<file path="src/rtl/lmwc_pkg.sv">
// Package for the letter multiset word checker.
// Commands, verdict codes, register indexes and fixed field widths.
// No dependencies.
`default_nettype none

package lmwc_pkg;

    localparam int LETTER_W  = 8;
    localparam int CMD_W     = 2;
    localparam int VERDICT_W = 2;
    localparam int CFG_W     = 4;
    localparam int CFG_IDX_W = 1;

    localparam logic [CMD_W-1:0] CMD_CLEAR = 2'd0;
    localparam logic [CMD_W-1:0] CMD_ADD   = 2'd1;
    localparam logic [CMD_W-1:0] CMD_WORD  = 2'd2;

    localparam logic [VERDICT_W-1:0] VERDICT_MATCH   = 2'd0;
    localparam logic [VERDICT_W-1:0] VERDICT_LONG    = 2'd1;
    localparam logic [VERDICT_W-1:0] VERDICT_SHORT   = 2'd2;
    localparam logic [VERDICT_W-1:0] VERDICT_MISSING = 2'd3;

    localparam logic [CFG_IDX_W-1:0] CFG_MIN_LEN = 1'd0;
    localparam logic [CFG_IDX_W-1:0] CFG_MAX_LEN = 1'd1;

    localparam logic [CFG_W-1:0] MIN_LEN_RST = 4'd2;
    localparam logic [CFG_W-1:0] MAX_LEN_RST = 4'd15;

endpackage

`default_nettype wire

</file>
<file path="src/rtl/lmwc_in_if.sv">
// Request channel into the checker: command, letter, last-letter flag.
// Depends on lmwc_pkg.
`default_nettype none

interface lmwc_in_if;
    logic                          valid;
    logic                          ready;
    logic [lmwc_pkg::CMD_W-1:0]    command;
    logic [lmwc_pkg::LETTER_W-1:0] letter;
    logic                          last_letter;

    modport source (output valid, command, letter, last_letter, input ready);
    modport sink   (input valid, command, letter, last_letter, output ready);
endinterface

`default_nettype wire

</file>
<file path="src/rtl/lmwc_out_if.sv">
// Result channel out of the checker: verdict, word length, pool size.
// Depends on lmwc_pkg.
`default_nettype none

interface lmwc_out_if #(
    parameter int LEN_W  = 5,
    parameter int POOL_W = 4
);
    logic                           valid;
    logic                           ready;
    logic [lmwc_pkg::VERDICT_W-1:0] verdict;
    logic [LEN_W-1:0]               word_length;
    logic [POOL_W-1:0]              pool_size;

    modport source (output valid, verdict, word_length, pool_size, input ready);
    modport sink   (input valid, verdict, word_length, pool_size, output ready);
endinterface

`default_nettype wire

</file>
<file path="src/rtl/lmwc_cfg_if.sv">
// Configuration write channel: register index and write data.
// Depends on lmwc_pkg.
`default_nettype none

interface lmwc_cfg_if;
    logic                           valid;
    logic                           ready;
    logic [lmwc_pkg::CFG_IDX_W-1:0] index;
    logic [lmwc_pkg::CFG_W-1:0]     data;

    modport source (output valid, index, data, input ready);
    modport sink   (input valid, index, data, output ready);
endinterface

`default_nettype wire

</file>
<file path="src/rtl/letter_multiset_word_checker_top.sv">
// Letter multiset word checker, top level.
// Depends on lmwc_pkg, lmwc_in_if, lmwc_out_if, lmwc_cfg_if, lmwc_cnt_mem.
//
// Usage:
//   i_in carries requests: CLEAR empties the letter pool, ADD puts one letter
//   into the pool (dropped when the pool is full or the code is outside the
//   alphabet), WORD streams one letter of a candidate word. The WORD request
//   flagged last_letter produces one result on o_out: verdict (match, too
//   long, too short, letters missing), word length (saturating at capacity
//   plus one) and the current pool size. Other requests produce nothing.
//   i_cfg writes the shortest matching length (index 0) and the longest
//   (index 1); it is always ready and should only be written while idle.
// Timing:
//   One request per cycle while no second result waits: each letter is one
//   read-modify-write of its counters, read at accept into the input stage
//   and resolved from there into the result register, which drives
//   o_out.valid. Back-to-back hits on one letter are forwarded.
// Reset and stall:
//   Reset empties the pool and the word at once (valid bits per letter)
//   and restores the length limits to 2 and 15. If o_out stalls, the result
//   is held; requests keep flowing until a second result is waiting.
`default_nettype none

module letter_multiset_word_checker_top #(
    parameter int MAX_LETTERS = 15,
    parameter int ALPHABET    = 256
) (
    input  wire logic        i_clk,
    input  wire logic        i_rst_n,
    lmwc_in_if.sink          i_in,
    lmwc_out_if.source       o_out,
    lmwc_cfg_if.sink         i_cfg
);

    localparam int AW     = (ALPHABET > 1) ? $clog2(ALPHABET) : 1;
    localparam int POOL_W = $clog2(MAX_LETTERS + 1);
    localparam int LEN_W  = $clog2(MAX_LETTERS + 2);
    localparam int CMP_W  = (LEN_W > lmwc_pkg::CFG_W) ? LEN_W : lmwc_pkg::CFG_W;
    localparam int LW     = lmwc_pkg::LETTER_W;

    localparam logic [LW:0]       LTR_LIM  = (LW + 1)'(ALPHABET);
    localparam logic [POOL_W-1:0] POOL_MAX = POOL_W'(MAX_LETTERS);
    localparam logic [LEN_W-1:0]  LEN_SAT  = LEN_W'(MAX_LETTERS + 1);

    // configuration
    logic [lmwc_pkg::CFG_W-1:0] r_min_len;
    logic [lmwc_pkg::CFG_W-1:0] r_max_len;

    assign i_cfg.ready = 1'b1;

    always_ff @(posedge i_clk) begin
        if (!i_rst_n) begin
            r_min_len <= lmwc_pkg::MIN_LEN_RST;
            r_max_len <= lmwc_pkg::MAX_LEN_RST;
        end else if (i_cfg.valid) begin
            unique case (i_cfg.index)
                lmwc_pkg::CFG_MIN_LEN: r_min_len <= i_cfg.data;
                lmwc_pkg::CFG_MAX_LEN: r_max_len <= i_cfg.data;
                default: ;
            endcase
        end
    end

    // input stage
    logic                          r_s1_vld;
    logic [lmwc_pkg::CMD_W-1:0]    r_cmd;
    logic [LW-1:0]                 r_ch;
    logic                          r_last;
    logic                          r_out_vld;
    logic                          in_fire;
    logic                          s1_res;
    logic                          s1_go;

    assign s1_res      = r_s1_vld && (r_cmd == lmwc_pkg::CMD_WORD) && r_last;
    assign s1_go       = r_s1_vld && (!s1_res || !r_out_vld || o_out.ready);
    assign i_in.ready  = !r_s1_vld || s1_go;
    assign in_fire     = i_in.valid && i_in.ready;

    always_ff @(posedge i_clk) begin
        if (!i_rst_n) begin
            r_s1_vld <= 1'b0;
        end else if (i_in.ready) begin
            r_s1_vld <= i_in.valid;
        end
    end

    always_ff @(posedge i_clk) begin
        if (in_fire) begin
            r_cmd  <= i_in.command;
            r_ch   <= i_in.letter;
            r_last <= i_in.last_letter;
        end
    end

    // per-letter counters: pool histogram and uses by the current word
    logic [POOL_W-1:0] pool_c;
    logic [POOL_W-1:0] used_c;
    logic              pool_wr;
    logic              used_wr;
    logic              pool_clr;
    logic              used_clr;

    lmwc_cnt_mem #(.DEPTH(ALPHABET), .DW(POOL_W)) u_pool (
        .i_clk     (i_clk),
        .i_rst_n   (i_rst_n),
        .i_rd_en   (in_fire),
        .i_rd_addr (i_in.letter[AW-1:0]),
        .i_wr_en   (pool_wr),
        .i_wr_addr (r_ch[AW-1:0]),
        .i_wr_data (pool_c + POOL_W'(1)),
        .i_clr     (pool_clr),
        .o_rd_data (pool_c)
    );

    lmwc_cnt_mem #(.DEPTH(ALPHABET), .DW(POOL_W)) u_used (
        .i_clk     (i_clk),
        .i_rst_n   (i_rst_n),
        .i_rd_en   (in_fire),
        .i_rd_addr (i_in.letter[AW-1:0]),
        .i_wr_en   (used_wr),
        .i_wr_addr (r_ch[AW-1:0]),
        .i_wr_data (used_c + POOL_W'(1)),
        .i_clr     (used_clr),
        .o_rd_data (used_c)
    );

    // word and pool totals
    logic [POOL_W-1:0]              r_pool_total;
    logic [POOL_W-1:0]              n_pool_total;
    logic [LEN_W-1:0]               r_word_len;
    logic [LEN_W-1:0]               n_word_len;
    logic                           r_short;
    logic                           n_short;
    logic                           in_range;
    logic                           can_use;
    logic                           short_now;
    logic [LEN_W-1:0]               len_inc;
    logic [lmwc_pkg::VERDICT_W-1:0] verdict;

    assign in_range  = {1'b0, r_ch} < LTR_LIM;
    assign can_use   = in_range && (used_c < pool_c);
    assign short_now = r_short || !can_use;
    assign len_inc   = (r_word_len < LEN_SAT) ? r_word_len + LEN_W'(1) : r_word_len;

    // verdict priority: too long, too short, missing letters
    always_comb begin
        if ((len_inc > LEN_W'(r_pool_total)) || (CMP_W'(len_inc) > CMP_W'(r_max_len))) begin
            verdict = lmwc_pkg::VERDICT_LONG;
        end else if (CMP_W'(len_inc) < CMP_W'(r_min_len)) begin
            verdict = lmwc_pkg::VERDICT_SHORT;
        end else if (short_now) begin
            verdict = lmwc_pkg::VERDICT_MISSING;
        end else begin
            verdict = lmwc_pkg::VERDICT_MATCH;
        end
    end

    always_comb begin
        n_pool_total = r_pool_total;
        n_word_len   = r_word_len;
        n_short      = r_short;
        pool_wr      = 1'b0;
        used_wr      = 1'b0;
        pool_clr     = 1'b0;
        used_clr     = 1'b0;
        if (s1_go) begin
            unique case (r_cmd)
                lmwc_pkg::CMD_CLEAR: begin
                    pool_clr     = 1'b1;
                    n_pool_total = '0;
                end
                lmwc_pkg::CMD_ADD: begin
                    if (in_range && (r_pool_total < POOL_MAX)) begin
                        pool_wr      = 1'b1;
                        n_pool_total = r_pool_total + POOL_W'(1);
                    end
                end
                lmwc_pkg::CMD_WORD: begin
                    used_wr = can_use;
                    if (r_last) begin
                        used_clr   = 1'b1;
                        n_word_len = '0;
                        n_short    = 1'b0;
                    end else begin
                        n_word_len = len_inc;
                        n_short    = short_now;
                    end
                end
                default: ;
            endcase
        end
    end

    always_ff @(posedge i_clk) begin
        if (!i_rst_n) begin
            r_pool_total <= '0;
            r_word_len   <= '0;
            r_short      <= 1'b0;
        end else begin
            r_pool_total <= n_pool_total;
            r_word_len   <= n_word_len;
            r_short      <= n_short;
        end
    end

    // result register
    logic [lmwc_pkg::VERDICT_W-1:0] r_verdict;
    logic [LEN_W-1:0]               r_len;
    logic [POOL_W-1:0]              r_pool_size;

    always_ff @(posedge i_clk) begin
        if (!i_rst_n) begin
            r_out_vld <= 1'b0;
        end else if (s1_go && s1_res) begin
            r_out_vld <= 1'b1;
        end else if (o_out.ready) begin
            r_out_vld <= 1'b0;
        end
    end

    always_ff @(posedge i_clk) begin
        if (s1_go && s1_res) begin
            r_verdict   <= verdict;
            r_len       <= len_inc;
            r_pool_size <= r_pool_total;
        end
    end

    assign o_out.valid       = r_out_vld;
    assign o_out.verdict     = r_verdict;
    assign o_out.word_length = r_len;
    assign o_out.pool_size   = r_pool_size;

`ifndef SYNTHESIS
    a_res_loaded: assert property (@(posedge i_clk) disable iff (!i_rst_n)
        (s1_go && s1_res) |=> o_out.valid)
        else $error("resolved last letter did not load the result register");

    a_pool_cap: assert property (@(posedge i_clk) disable iff (!i_rst_n)
        r_pool_total <= POOL_MAX)
        else $error("pool total beyond capacity");

    a_len_sat: assert property (@(posedge i_clk) disable iff (!i_rst_n)
        r_word_len <= LEN_SAT)
        else $error("word length beyond saturation");

    a_word_reset: assert property (@(posedge i_clk) disable iff (!i_rst_n)
        (s1_go && s1_res) |=> ((r_word_len == '0) && !r_short))
        else $error("word state not cleared after last letter");

    a_no_stall_drop: assert property (@(posedge i_clk) disable iff (!i_rst_n)
        (r_out_vld && !o_out.ready) |=> r_out_vld)
        else $error("stalled result lost");
`endif

endmodule

`default_nettype wire

</file>
<file path="src/rtl/lmwc_cnt_mem.sv">
// Per-letter counter memory: one write port, one registered read port,
// valid bits with a clear of all entries at once, and write-to-read forwarding. No deps.
`default_nettype none

module lmwc_cnt_mem #(
    parameter int DEPTH = 256,
    parameter int DW    = 4,
    localparam int AW   = (DEPTH > 1) ? $clog2(DEPTH) : 1
) (
    input  wire logic          i_clk,
    input  wire logic          i_rst_n,
    input  wire logic          i_rd_en,
    input  wire logic [AW-1:0] i_rd_addr,
    input  wire logic          i_wr_en,
    input  wire logic [AW-1:0] i_wr_addr,
    input  wire logic [DW-1:0] i_wr_data,
    input  wire logic          i_clr,
    output logic      [DW-1:0] o_rd_data
);

    logic [DW-1:0]    r_mem [DEPTH];
    logic [DEPTH-1:0] r_vld;
    logic [DW-1:0]    r_rd_data;
    logic [AW-1:0]    r_rd_addr;
    logic             r_fwd_ok;
    logic [AW-1:0]    r_fwd_addr;
    logic [DW-1:0]    r_fwd_data;

    always_ff @(posedge i_clk) begin
        if (i_wr_en) begin
            r_mem[i_wr_addr] <= i_wr_data;
        end
        if (i_rd_en) begin
            r_rd_data <= r_mem[i_rd_addr];
            r_rd_addr <= i_rd_addr;
        end
        if (i_wr_en) begin
            r_fwd_addr <= i_wr_addr;
            r_fwd_data <= i_wr_data;
        end
    end

    // clear wins over a same-cycle write
    always_ff @(posedge i_clk) begin
        if (!i_rst_n) begin
            r_vld    <= '0;
            r_fwd_ok <= 1'b0;
        end else begin
            if (i_clr) begin
                r_vld <= '0;
            end else if (i_wr_en) begin
                r_vld[i_wr_addr] <= 1'b1;
            end
            if (i_wr_en) begin
                r_fwd_ok <= 1'b1;
            end
        end
    end

    // last write may have landed after the registered read sampled the array
    always_comb begin
        if (!r_vld[r_rd_addr]) begin
            o_rd_data = '0;
        end else if (r_fwd_ok && (r_fwd_addr == r_rd_addr)) begin
            o_rd_data = r_fwd_data;
        end else begin
            o_rd_data = r_rd_data;
        end
    end

endmodule

`default_nettype wire

</file>
<file path="src/flat_wrapper.sv">
// flat-port wrapper written by rule: the top's interface ports become plain ports
module letter_multiset_word_checker_top_flat 
#(
    parameter int MAX_LETTERS = 15,
    parameter int ALPHABET    = 256
)
  (i_clk, i_rst_n, i_in_valid, i_in_command, i_in_letter, i_in_last_letter, i_in_ready, o_out_valid, o_out_verdict, o_out_word_length, o_out_pool_size, o_out_ready, i_cfg_valid, i_cfg_index, i_cfg_data, i_cfg_ready);
  lmwc_in_if i_in_i ();
  lmwc_out_if o_out_i ();
  lmwc_cfg_if i_cfg_i ();
  input  wire logic i_clk;
  input  wire logic i_rst_n;
  input wire logic [$bits(i_in_i.valid)-1:0] i_in_valid;
  input wire logic [$bits(i_in_i.command)-1:0] i_in_command;
  input wire logic [$bits(i_in_i.letter)-1:0] i_in_letter;
  input wire logic [$bits(i_in_i.last_letter)-1:0] i_in_last_letter;
  output wire logic [$bits(i_in_i.ready)-1:0] i_in_ready;
  output wire logic [$bits(o_out_i.valid)-1:0] o_out_valid;
  output wire logic [$bits(o_out_i.verdict)-1:0] o_out_verdict;
  output wire logic [$bits(o_out_i.word_length)-1:0] o_out_word_length;
  output wire logic [$bits(o_out_i.pool_size)-1:0] o_out_pool_size;
  input wire logic [$bits(o_out_i.ready)-1:0] o_out_ready;
  input wire logic [$bits(i_cfg_i.valid)-1:0] i_cfg_valid;
  input wire logic [$bits(i_cfg_i.index)-1:0] i_cfg_index;
  input wire logic [$bits(i_cfg_i.data)-1:0] i_cfg_data;
  output wire logic [$bits(i_cfg_i.ready)-1:0] i_cfg_ready;
  assign i_in_i.valid = i_in_valid;
  assign i_in_i.command = i_in_command;
  assign i_in_i.letter = i_in_letter;
  assign i_in_i.last_letter = i_in_last_letter;
  assign i_in_ready = i_in_i.ready;
  assign o_out_valid = o_out_i.valid;
  assign o_out_verdict = o_out_i.verdict;
  assign o_out_word_length = o_out_i.word_length;
  assign o_out_pool_size = o_out_i.pool_size;
  assign o_out_i.ready = o_out_ready;
  assign i_cfg_i.valid = i_cfg_valid;
  assign i_cfg_i.index = i_cfg_index;
  assign i_cfg_i.data = i_cfg_data;
  assign i_cfg_ready = i_cfg_i.ready;
  letter_multiset_word_checker_top #(.MAX_LETTERS(MAX_LETTERS), .ALPHABET(ALPHABET)) u_core (.i_clk(i_clk), .i_rst_n(i_rst_n), .i_in(i_in_i), .o_out(o_out_i), .i_cfg(i_cfg_i));
endmodule
</file>
<file path="config.mk">
export PLATFORM = sky130hd
export DESIGN_NAME = letter_multiset_word_checker_top_flat
export DESIGN_NICKNAME = d
export VERILOG_FILES = /design/src/rtl/lmwc_pkg.sv /design/src/rtl/lmwc_in_if.sv /design/src/rtl/lmwc_out_if.sv /design/src/rtl/lmwc_cfg_if.sv /design/src/rtl/letter_multiset_word_checker_top.sv /design/src/rtl/lmwc_cnt_mem.sv /design/src/flat_wrapper.sv
export SDC_FILE = /design/constraint.sdc
export NUM_CORES = 2
export LEC_CHECK = 0
export ABC_AREA = 1
export BUFFER_PORTS_ARGS = -buffer_cell sky130_fd_sc_hd__buf_2
export CAP_MARGIN = 10
export CORE_UTILIZATION = 50
export DETAILED_ROUTE_END_ITERATION = 8
export PLACE_DENSITY = 0.63
export SYNTH_ARGS = -nofsm -noshare
export SYNTH_HDL_FRONTEND = slang
export SYNTH_SLANG_ARGS = --single-unit
</file>
<file path="constraint.sdc">
create_clock -name i_clk -period 17.3 [get_ports i_clk]
set_clock_uncertainty 0.2 [all_clocks]
set_input_delay 2.595 -clock i_clk [delete_from_list [all_inputs] [get_ports i_clk]]
set_output_delay 2.595 -clock i_clk [all_outputs]
set_load 0.02 [all_outputs]
</file>
==> reports/results.txt <==
Status: completed
Final core utilization: 55.36%
Critical path required time: 17.68 ns
VDD IR-drop max: 0.1167 mV
CTS tree: done
Internal power: 10.42 mW
DR vias: 81190
Initial core utilization: 50.25%
HPWL after DPL: 195900 um
Die Wd: 469.0 um
Post-synth top area share: 57.89%
Worst r2r path cells: 22
Synth warn: 0
Row cnt: 171
Sequential power share: 50.4%
CP Depth: 22
Full die area: 219900 um^2
Worst Setup Path Type: reg -> reg
P&R area growth vs syn: 10.17%
Sw frac: 22.30%
Cells after synthesis: 10580
Clk sink count: 2636
Post-synth EDFFs: 2102
Post-CTS Setup Inserts: 0
Crit path launch: u_core.u_pool.r_rd_addr[1]
I/O Pins: 35
Layout cells sized above 1: 5.818%
DRC violations left: 0
Clk pin slew, worst setup/hold paths: 0.06 ns
Worst R2R Start: u_core.u_pool.r_rd_addr[1]
Area occupied by multi-input gates: 29510 um^2
Endpoints failing hold: 0
Clk Latency, worst-skew pair: 0.97 ns
CP max stage cell: inv_2
Final Setup Violations: 0
P_sw: 2.991 mW
Fill cells: 18560
Crit path top cell by count: nand2_1
Initial antenna violation count: 11
Period minus WS final: 8.356 ns
First-pass GRT wire length: 501100 um
Pwr/cell area: 111.6 nW/um^2
Fin crit share: 48.30%
Clock power share: 44.5%
Crit end category: flop
Leakage: 43.11 nW
Combinational Power Share: 5.1%
Reg2Reg Setup Slack: 8.94 ns
Root buffer cell: clkbuf_16
Syn nets: 10620
Worst setup margin: 8.944 ns
Top cells by area, synth: edfxtp_1 58%, dfxtp_1 9.8%, nor2_1 8.2%
Yosys cell types: 45
Worst-path maximum fanout: 164
CORE AREA: 217000 um^2
Worst EP arrival: 8.74 ns
Startpoint Class: flop
Hold Path End: u_core.u_used.r_vld[82]
Top FF cell, synth: edfxtp_1
CTS max path bufs: 4
Max-cap viol count: 0
Cell taking the most area after synthesis: edfxtp_1
Via/cell ratio: 6.089
DRT Pass-1 Iters: 8
Seq/Total Area, Yosys: 67.70%
Relative slew margins: 6.674%
Worst r2r dst: u_core.u_used.r_fwd_data[2]
Register area: 73810 um^2
WHS Path Cells: 2
Number of global-route vias before repair: 76480
Die Ht: 469.0 um
DP Worst Slack: 9.348 ns
Wirelength per Cell: 25.76 um
Final GP Congestion: 0.9087
Cts bufs inserted: 288
Unrepaired setup endpoints after global routing: false
Largest net degree at the start of global routing: 210
Worst Path Buf+Inv: 6
Final Slew Violations: 0
Fmax: 119.7 MHz
Max incr delay on CP: 1.18 ns
Post-CTS sizing: 0
Hold Startpoint: u_core.u_used.r_vld[82]
Post-layout net count: 10290
Final WL: 343500 um
# hold bufs at CTS: 0
Htree depth: 5
Mapped Area: 109000 um^2
Ys async rst share: 0%
Port Buf Inserts: 33
Antenna Nets Post-Route: 0
1st-iter DRT viols: 10280
Synth Register Bits: 2636
CP Cell Sequence: buf_4, buf_4, nand2_1, inv_2, nand2_1, nand3_1, nand2_1, nand2_1, nor2_1, nor2_1, nor2_1, nand2_1, nand2_1, nand2_1, o21ai_0, ha_1, nand3_1, nand2_1, inv_8, buf_12, nand3_1, inv_1
Gr ovfl total: 0
Tightest Pin Transition: 1.397 ns
Mean Syn Cell Area: 10.31 um^2
Hold Path Class: reg -> reg
Largest delay share family, worst path: buffers and inverters
Final setup TNS: 0 ns
GRT Util Overall: 30.70%
-- tightest hold or removal path, cell delays in order (launching register included) --
cell	delay, ns
dfxtp_1	0.31
inv_1	0.04
a21oi_1	0.05
-- worst max path at each step --
stage,to,slack [ns]
3_3_place_gp,u_core.o_out.verdict[1],9.38
3_5_place_dp,u_core.u_used.r_fwd_data[0],9.35
5_1_grt,u_core.u_used.r_fwd_data[1],8.97
2_1_floorplan,u_core.u_used.r_fwd_data[2],2.70
6_report,u_core.u_used.r_fwd_data[2],8.94
4_1_cts,u_core.u_used.r_fwd_addr[7],9.27
-- area by class of cell --
type,count,share of cell area (%)
Multi-Input combinational cell,6436,24.57
Sequential cell,2636,61.45
Inverter,730,2.343
Tap cell,2854,2.973
Antenna cell,12,0.02500
Clock buffer,426,6.906
Clock inverter,77,0.6073
Timing Repair Buffer,162,1.126
-- kinds of logic after synthesis --
kind of cell             share of synthesized area [%]
AO/OA/AOI/OAI                                    12.14
XOR/XNOR                                        0.1044
adder cells (fa/ha/maj)                         0.1951
buffers and inverters                            5.381
flip-flops                                       67.70
multiplexers                                   0.02984
other                                         0.003440
AND/OR/NAND/NOR                                  14.45
-- cell usage in the layout, fill, tap and decap left out, types with 3 or more instances in the layout --
cell | Yosys | layout
clkinvlp_4 | 0 | 3
clkbuf_1 | 626 | 90
xor2_1 | 4 | 3
nor3_1 | 150 | 150
dfxtp_1 | 534 | 534
a21oi_1 | 289 | 289
inv_1 | 708 | 694
o32ai_1 | 23 | 23
inv_4 | 1 | 3
nand2_1 | 1116 | 1115
clkbuf_8 | 0 | 40
clkbuf_16 | 0 | 296
clkinv_1 | 16 | 25
a31oi_1 | 3 | 3
xnor2_2 | 0 | 3
inv_8 | 0 | 6
clkinv_2 | 0 | 42
diode_2 | 0 | 12
nor2_1 | 2380 | 2375
bufinv_16 | 0 | 14
nand4_1 | 260 | 260
nand3_1 | 42 | 41
o22ai_1 | 653 | 653
buf_8 | 0 | 3
inv_2 | 5 | 14
ha_1 | 17 | 15
xnor2_1 | 9 | 6
buf_4 | 20 | 115
edfxtp_1 | 2102 | 2102
o21ai_0 | 1461 | 1461
buf_12 | 0 | 13
inv_6 | 0 | 5
buf_2 | 82 | 29
o211ai_1 | 5 | 5
nor2_4 | 0 | 4
-- power groups by stage --
stage	clock, mW	combinational (mW)	sequential [mW]
finish	5.96	0.687	6.76
global route	6.24	0.717	6.76
global placement	0	0.657	6.89
floorplan	0	0.390	6.89
CTS	6.00	0.665	6.76
detailed placement	0	0.663	6.89
-- Yosys cell counts, types with 2 or more instances --
master	n
nor2_1	2380
edfxtp_1	2102
o21ai_0	1461
nand2_1	1116
inv_1	708
o22ai_1	653
clkbuf_1	626
dfxtp_1	534
a21oi_1	289
nand4_1	260
nor3_1	150
buf_2	82
buf_1	45
nand3_1	42
o32ai_1	23
buf_4	20
ha_1	17
clkinv_1	16
xnor2_1	9
inv_2	5
o211ai_1	5
buf_6	4
xor2_1	4
a31oi_1	3
a211oi_1	2
a221oi_1	2
mux2_2	2
o21ai_1	2
-- stage by stage --
stage	hold slack, ns	area (um^2)	cells	total power [mW]
global placement	0.2361	111000	12820	7.552
CTS	0.2498	120000	13320	13.42
finish	0.2500	120100	13330	13.41
floorplan	0.2265	109000	10580	7.282
global route	0.2588	120100	13320	13.71
detailed placement	0.2404	111000	12820	7.558
-- per-layer routing --
metal	GRT usage [%]	vias up	part of all wire [%]
met5	0	-	0.010
met4	14.81	6	5.1
met3	6.706	856	11
met2	46.66	4673	45
met1	41.91	39580	40
li1	-	36070	-
-- sequential cells by signal, indices dropped and copies added, names as in the netlist, 2 cells and up --
name                      cells
u_core.o_out.pool_size        4
u_core.o_out.verdict          2
u_core.o_out.word_length      5
u_core.r_cmd                  2
u_core.r_max_len              4
u_core.r_min_len              4
u_core.r_pool_total           4
u_core.r_word_len             5
u_core.u_pool.r_fwd_addr      8
u_core.u_pool.r_fwd_data      4
u_core.u_pool.r_mem        1024
u_core.u_pool.r_rd_addr       8
u_core.u_pool.r_rd_data       4
u_core.u_pool.r_vld         256
u_core.u_used.r_fwd_addr      8
u_core.u_used.r_fwd_data      4
u_core.u_used.r_mem        1024
u_core.u_used.r_rd_data       4
u_core.u_used.r_vld         256
(Power assumes the default switching activity.)
